<file path="src/design/bblur_pkg.sv">
`timescale 1ns / 1ps
// ----------------------------------------------------------------------------
// bblur_pkg
// Shared types, constants and the reciprocal table of the 3x3 box blur.
// ----------------------------------------------------------------------------
package bblur_pkg;

    localparam int CH_W        = 8;
    localparam int NUM_CH      = 3;
    localparam int PIX_W       = CH_W * NUM_CH;
    localparam int SUM_W       = 12;
    localparam int RECIP_SHIFT = 16;
    localparam int RECIP_W     = RECIP_SHIFT + 1;
    localparam int CFG_W       = 11;
    localparam int CFG_IDX_W   = 1;
    localparam int DIM_RESET   = 1024;

    localparam logic [CFG_IDX_W-1:0] REG_FRAME_WIDTH  = 1'b0;
    localparam logic [CFG_IDX_W-1:0] REG_FRAME_HEIGHT = 1'b1;

    // Pixels hold blue in the top byte and red in the bottom byte.
    typedef logic [PIX_W-1:0] t_pix;
    // Column of the window: index 0 is the top row, index 2 the bottom row.
    typedef t_pix [2:0] t_col;
    // Window: index 0 is the left column, index 2 the right column.
    typedef t_col [2:0] t_win;

    typedef struct packed {
        logic emit;
        logic last;
        logic row_top_ok;
        logic row_bot_ok;
        logic col_lft_ok;
        logic col_rgt_ok;
    } t_blur_ctl;

    // Rounded-up reciprocal of the neighbor count, exact for sums up to 2295.
    function automatic logic [RECIP_W-1:0] recip(input logic [3:0] cnt);
        logic [RECIP_W-1:0] val;
        case (cnt)
            4'd1:    val = RECIP_W'(65536);
            4'd2:    val = RECIP_W'(32768);
            4'd3:    val = RECIP_W'(21846);
            4'd4:    val = RECIP_W'(16384);
            4'd5:    val = RECIP_W'(13108);
            4'd6:    val = RECIP_W'(10923);
            4'd7:    val = RECIP_W'(9363);
            4'd8:    val = RECIP_W'(8192);
            4'd9:    val = RECIP_W'(7282);
            default: val = RECIP_W'(65536);
        endcase
        return val;
    endfunction

endpackage

</file>
<file path="src/design/bblur_avg.sv">
`timescale 1ns / 1ps
// ----------------------------------------------------------------------------
// bblur_avg
// Sums the in-frame neighbors of the window per channel and divides by their
// count through a reciprocal multiply.
// ----------------------------------------------------------------------------
module bblur_avg (
    input  logic                 i_clk,
    input  bblur_pkg::t_win      i_win,
    input  bblur_pkg::t_blur_ctl i_ctl,
    output bblur_pkg::t_pix      o_avg
);
    import bblur_pkg::*;

    logic [SUM_W-1:0]   n_sum [NUM_CH];
    logic [SUM_W-1:0]   r_sum [NUM_CH];
    logic [RECIP_W-1:0] r_recip;
    logic [1:0]         row_ok_cnt;
    logic [1:0]         col_ok_cnt;
    logic [3:0]         nb_cnt;
    logic [2:0]         row_use;
    logic [2:0]         col_use;
    logic [SUM_W+RECIP_W-1:0] prod [NUM_CH];

    always_comb begin
        row_use = {i_ctl.row_bot_ok, 1'b1, i_ctl.row_top_ok};
        col_use = {i_ctl.col_rgt_ok, 1'b1, i_ctl.col_lft_ok};
        row_ok_cnt = 2'd1 + {1'b0, i_ctl.row_top_ok} + {1'b0, i_ctl.row_bot_ok};
        col_ok_cnt = 2'd1 + {1'b0, i_ctl.col_lft_ok} + {1'b0, i_ctl.col_rgt_ok};
        nb_cnt = {2'b00, row_ok_cnt} * {2'b00, col_ok_cnt};
        for (int k = 0; k < NUM_CH; k++) begin
            n_sum[k] = '0;
            for (int i = 0; i < 3; i++) begin
                for (int j = 0; j < 3; j++) begin
                    if (col_use[i] && row_use[j]) begin
                        n_sum[k] = n_sum[k]
                            + SUM_W'(i_win[i][j][PIX_W-1-CH_W*k -: CH_W]);
                    end
                end
            end
        end
    end

    always_ff @(posedge i_clk) begin
        r_sum   <= n_sum;
        r_recip <= recip(nb_cnt);
    end

    always_comb begin
        for (int k = 0; k < NUM_CH; k++) begin
            prod[k] = (SUM_W+RECIP_W)'(r_sum[k]) * (SUM_W+RECIP_W)'(r_recip);
            o_avg[PIX_W-1-CH_W*k -: CH_W] = prod[k][RECIP_SHIFT +: CH_W];
        end
    end

endmodule

</file>
<file path="config.mk">
export PLATFORM = sky130hd
export DESIGN_NAME = bblur_avg
export DESIGN_NICKNAME = d
export VERILOG_FILES = /design/src/design/bblur_pkg.sv /design/src/design/bblur_avg.sv
export SDC_FILE = /design/constraint.sdc
export NUM_CORES = 2
export LEC_CHECK = 0
export ABC_AREA = 1
export BUFFER_PORTS_ARGS = -buffer_cell sky130_fd_sc_hd__clkbuf_2
export CAP_MARGIN = 0
export CORE_UTILIZATION = 25
export DETAILED_ROUTE_END_ITERATION = 10
export GPL_ROUTABILITY_DRIVEN = 0
export PLACE_DENSITY = 0.37
export SLEW_MARGIN = 20
export SYNTH_ARGS = -nofsm -noshare
export SYNTH_HDL_FRONTEND = slang
export SYNTH_SLANG_ARGS = --single-unit
</file>
<file path="constraint.sdc">
create_clock -name i_clk -period 8.6 [get_ports i_clk]
set_clock_uncertainty 0.15 [all_clocks]
set_input_delay 0.86 -clock i_clk [delete_from_list [all_inputs] [get_ports i_clk]]
set_output_delay 0.86 -clock i_clk [all_outputs]
set_load 0.02 [all_outputs]
</file>
==> results_dict.tcl <==
set metrics [dict create \
    slew_headroom 0.395 \
    total_power_mw 11.3 \
    die_x_um 338 \
    crit_path_start_kind "input port" \
    fin_crit_ns 8.24 \
    gr-total-overflow 0 \
    cp_max_fo 6 \
    drcViolationCount 0 \
    cts_root_buffer "clkbuf_16" \
    synth-edff-count 0 \
    yosysWarnings 0 \
    port_buffers 244 \
    setup_viol 0 \
    mostFrequentLayoutCell "nand2_1" \
    status "completed" \
    grt_pass1_vias 26700 \
    wire_per_inst_um 14.6 \
    hold_path_class "in2reg" \
    die_area_um2 114000 \
    post_dp_cell_area_um2 34200 \
    syn-num-nets 4956 \
    io_pins 247 \
    path_clk_slew_ns 0.08 \
    grt_pass1_wl_um 142000 \
    synth_top_area_frac 0.317 \
    timing.final.max_slew_violations 0 \
    dpl.hpwl_um 76900 \
    final_antenna_net_count 0 \
    cts_made_buffers 5 \
    crit_type "in2reg" \
    setup_ws_ns 0.363 \
    finalCritPeriodShare 0.958 \
    nNetsFinal 5588 \
    synth-seq-area-share 0.0361 \
    clockBufferDepth 2 \
    synth_cell_types 55 \
    netlist_top_cells_area "fa_1, ha_1, nand2_1" \
    core_area_um2 111000 \
    dp.cells 6003 \
    drv_cap 0 \
    rsz0062_at_grt "yes" \
    max_freq_ghz 0.121 \
    worst_pin_slew_ns 0.906 \
    vdd_drop_max_v 0.000264 \
    register_area_um2 1020 \
    grt_antenna_before_repair 36 \
    synth.avg_cell_area_um2 7.14 \
    fp.dieH_um 338 \
    cp.required_ns 8.66 \
    crit_slowest_cell "fa_1" \
    stdcell_count 6082 \
    first_pass_iters 5 \
    slowest_delay_ns 0.55 \
    fill_cells 12200 \
    synthFlopType "dfxtp_1" \
    grt_max_degree 46 \
    synthArstFlopShare 0 \
    drt_first_iter_violations 735 \
    yosys.area.top_type "fa_1" \
    drt-total-wl_um 88700 \
    routed_via_density 4.22 \
    worst_setup_path_end_kind "flip-flop" \
    preCtsSetupSlack_ns -0.673 \
    timing_hold_violations_final 0 \
    num_vias 25600 \
    final_cell_mix "nand2_1, inv_1, buf_4" \
    start_util 0.254 \
    multi_input_area_um2 24600 \
    postSynthCellCount 3959 \
    fin_area_um2 36300 \
    cts_tree "done" \
    htreeDepth 2 \
    synth.ff_latch_count 51 \
    hold_buffers 0 \
    cp.arrival_ns 8.29 \
    p_leak_nw 19.6 \
    layout-drive-gt1-share 0.254 \
    cts_sinks 51 \
    tns_ns 0 \
    fp-row-count 122 \
    p_per_area_nw_per_um2 311 \
    track_usage 0.156 \
    syn_area_um2 28300 \
    syn_to_final_growth_pct 28.3 \
]
report_power, final:
group	internal [mW]	switching, mW
clock	0.111	0.105
combinational	4.45	5.89
sequential	0.324	0.384
total	4.89	6.38
metrics by stage:
stage / hold WS [ns] / util
floorplan: 0.934 / -
global placement: 1.06 / 0.307
detailed placement: 1.05 / 0.307
CTS: 0.721 / 0.311
global route: 0.746 / 0.326
finish: 0.732 / 0.326
critical path, delay by kind of cell:
| family | cells | cell delay [ns] |
|---|---|---|
| adder cells (fa/ha/maj) | 8 | 3.42 |
| AND/OR/NAND/NOR | 10 | 1.35 |
| buffers and inverters | 16 | 1.35 |
| AO/OA/AOI/OAI | 8 | 1.05 |
| XOR/XNOR | 2 | 0.26 |
final timing paths:
check  cells after the start                end       start
max                       44  r_sum[33]$_DFF_P_    i_ctl[3]
min                        4  r_sum[12]$_DFF_P_  i_win[200]
synthesized netlist by cell type (3+ instances only):
master,number
o21bai_1,8
nand2_4,9
or2_2,16
clkinv_1,3
nand3b_4,5
nor2_1,149
buf_1,9
nand2_2,52
a21o_1,14
ha_1,327
o21ai_2,3
o22ai_1,6
xor2_1,96
nand3_2,27
buf_2,4
nor3b_1,3
a21boi_0,3
dfxtp_1,51
fa_1,447
nand4_1,26
nand3_4,4
nor2_4,5
inv_2,14
inv_1,925
a31oi_1,18
a21oi_1,208
o31ai_1,8
nor3_1,11
and2_1,4
o21ai_1,11
xnor2_1,45
o211ai_1,7
nor2_2,3
clkbuf_1,116
a211oi_1,4
nand3_1,101
o21ai_0,189
nand2_1,1004
registers in the layout, indices dropped and copies added, names as in the netlist:
name     count
r_recip     15
r_sum       36
cell families (layout without fill, tap and decap cells):
logic type                 after synthesis  after routing  share of synthesized area
adders and majority gates              774            774                      0.462
buffers and inverters                 1074           1707                      0.143
DFF                                     51             51                     0.0361
other                                    0              2                          0
AOI/OAI and AO/OA                      488            488                     0.0929
and+or+nand+nor                       1429           1429                      0.221
xor gates and xnor gates               143            143                     0.0453
area by class of cell:
type / instances / share of cell area
Antenna cell: 2 / 0.000138
Clock buffer: 5 / 0.00345
Clock inverter: 3 / 0.000759
Inverter: 943 / 0.0978
Multi-Input combinational cell: 2834 / 0.677
Sequential cell: 51 / 0.0283
Tap cell: 1488 / 0.0514
Timing Repair Buffer: 756 / 0.141
per-layer routing:
metal,wire length [um],part of all wire,GRT usage
met2,44700,0.50,0.288
met4,808,0.0091,0.0187
met5,423,0.0048,0
met3,3860,0.043,0.0298
met1,39000,0.44,0.190
what timing repair did:
item,4_1_cts,5_1_grt
setup buffers,11,58
resized for setup,70,322
endpoints found under the setup margin,12,19
hold endpoints to repair,0,0
pin swaps,29,193
(Power assumes the default switching activity.)
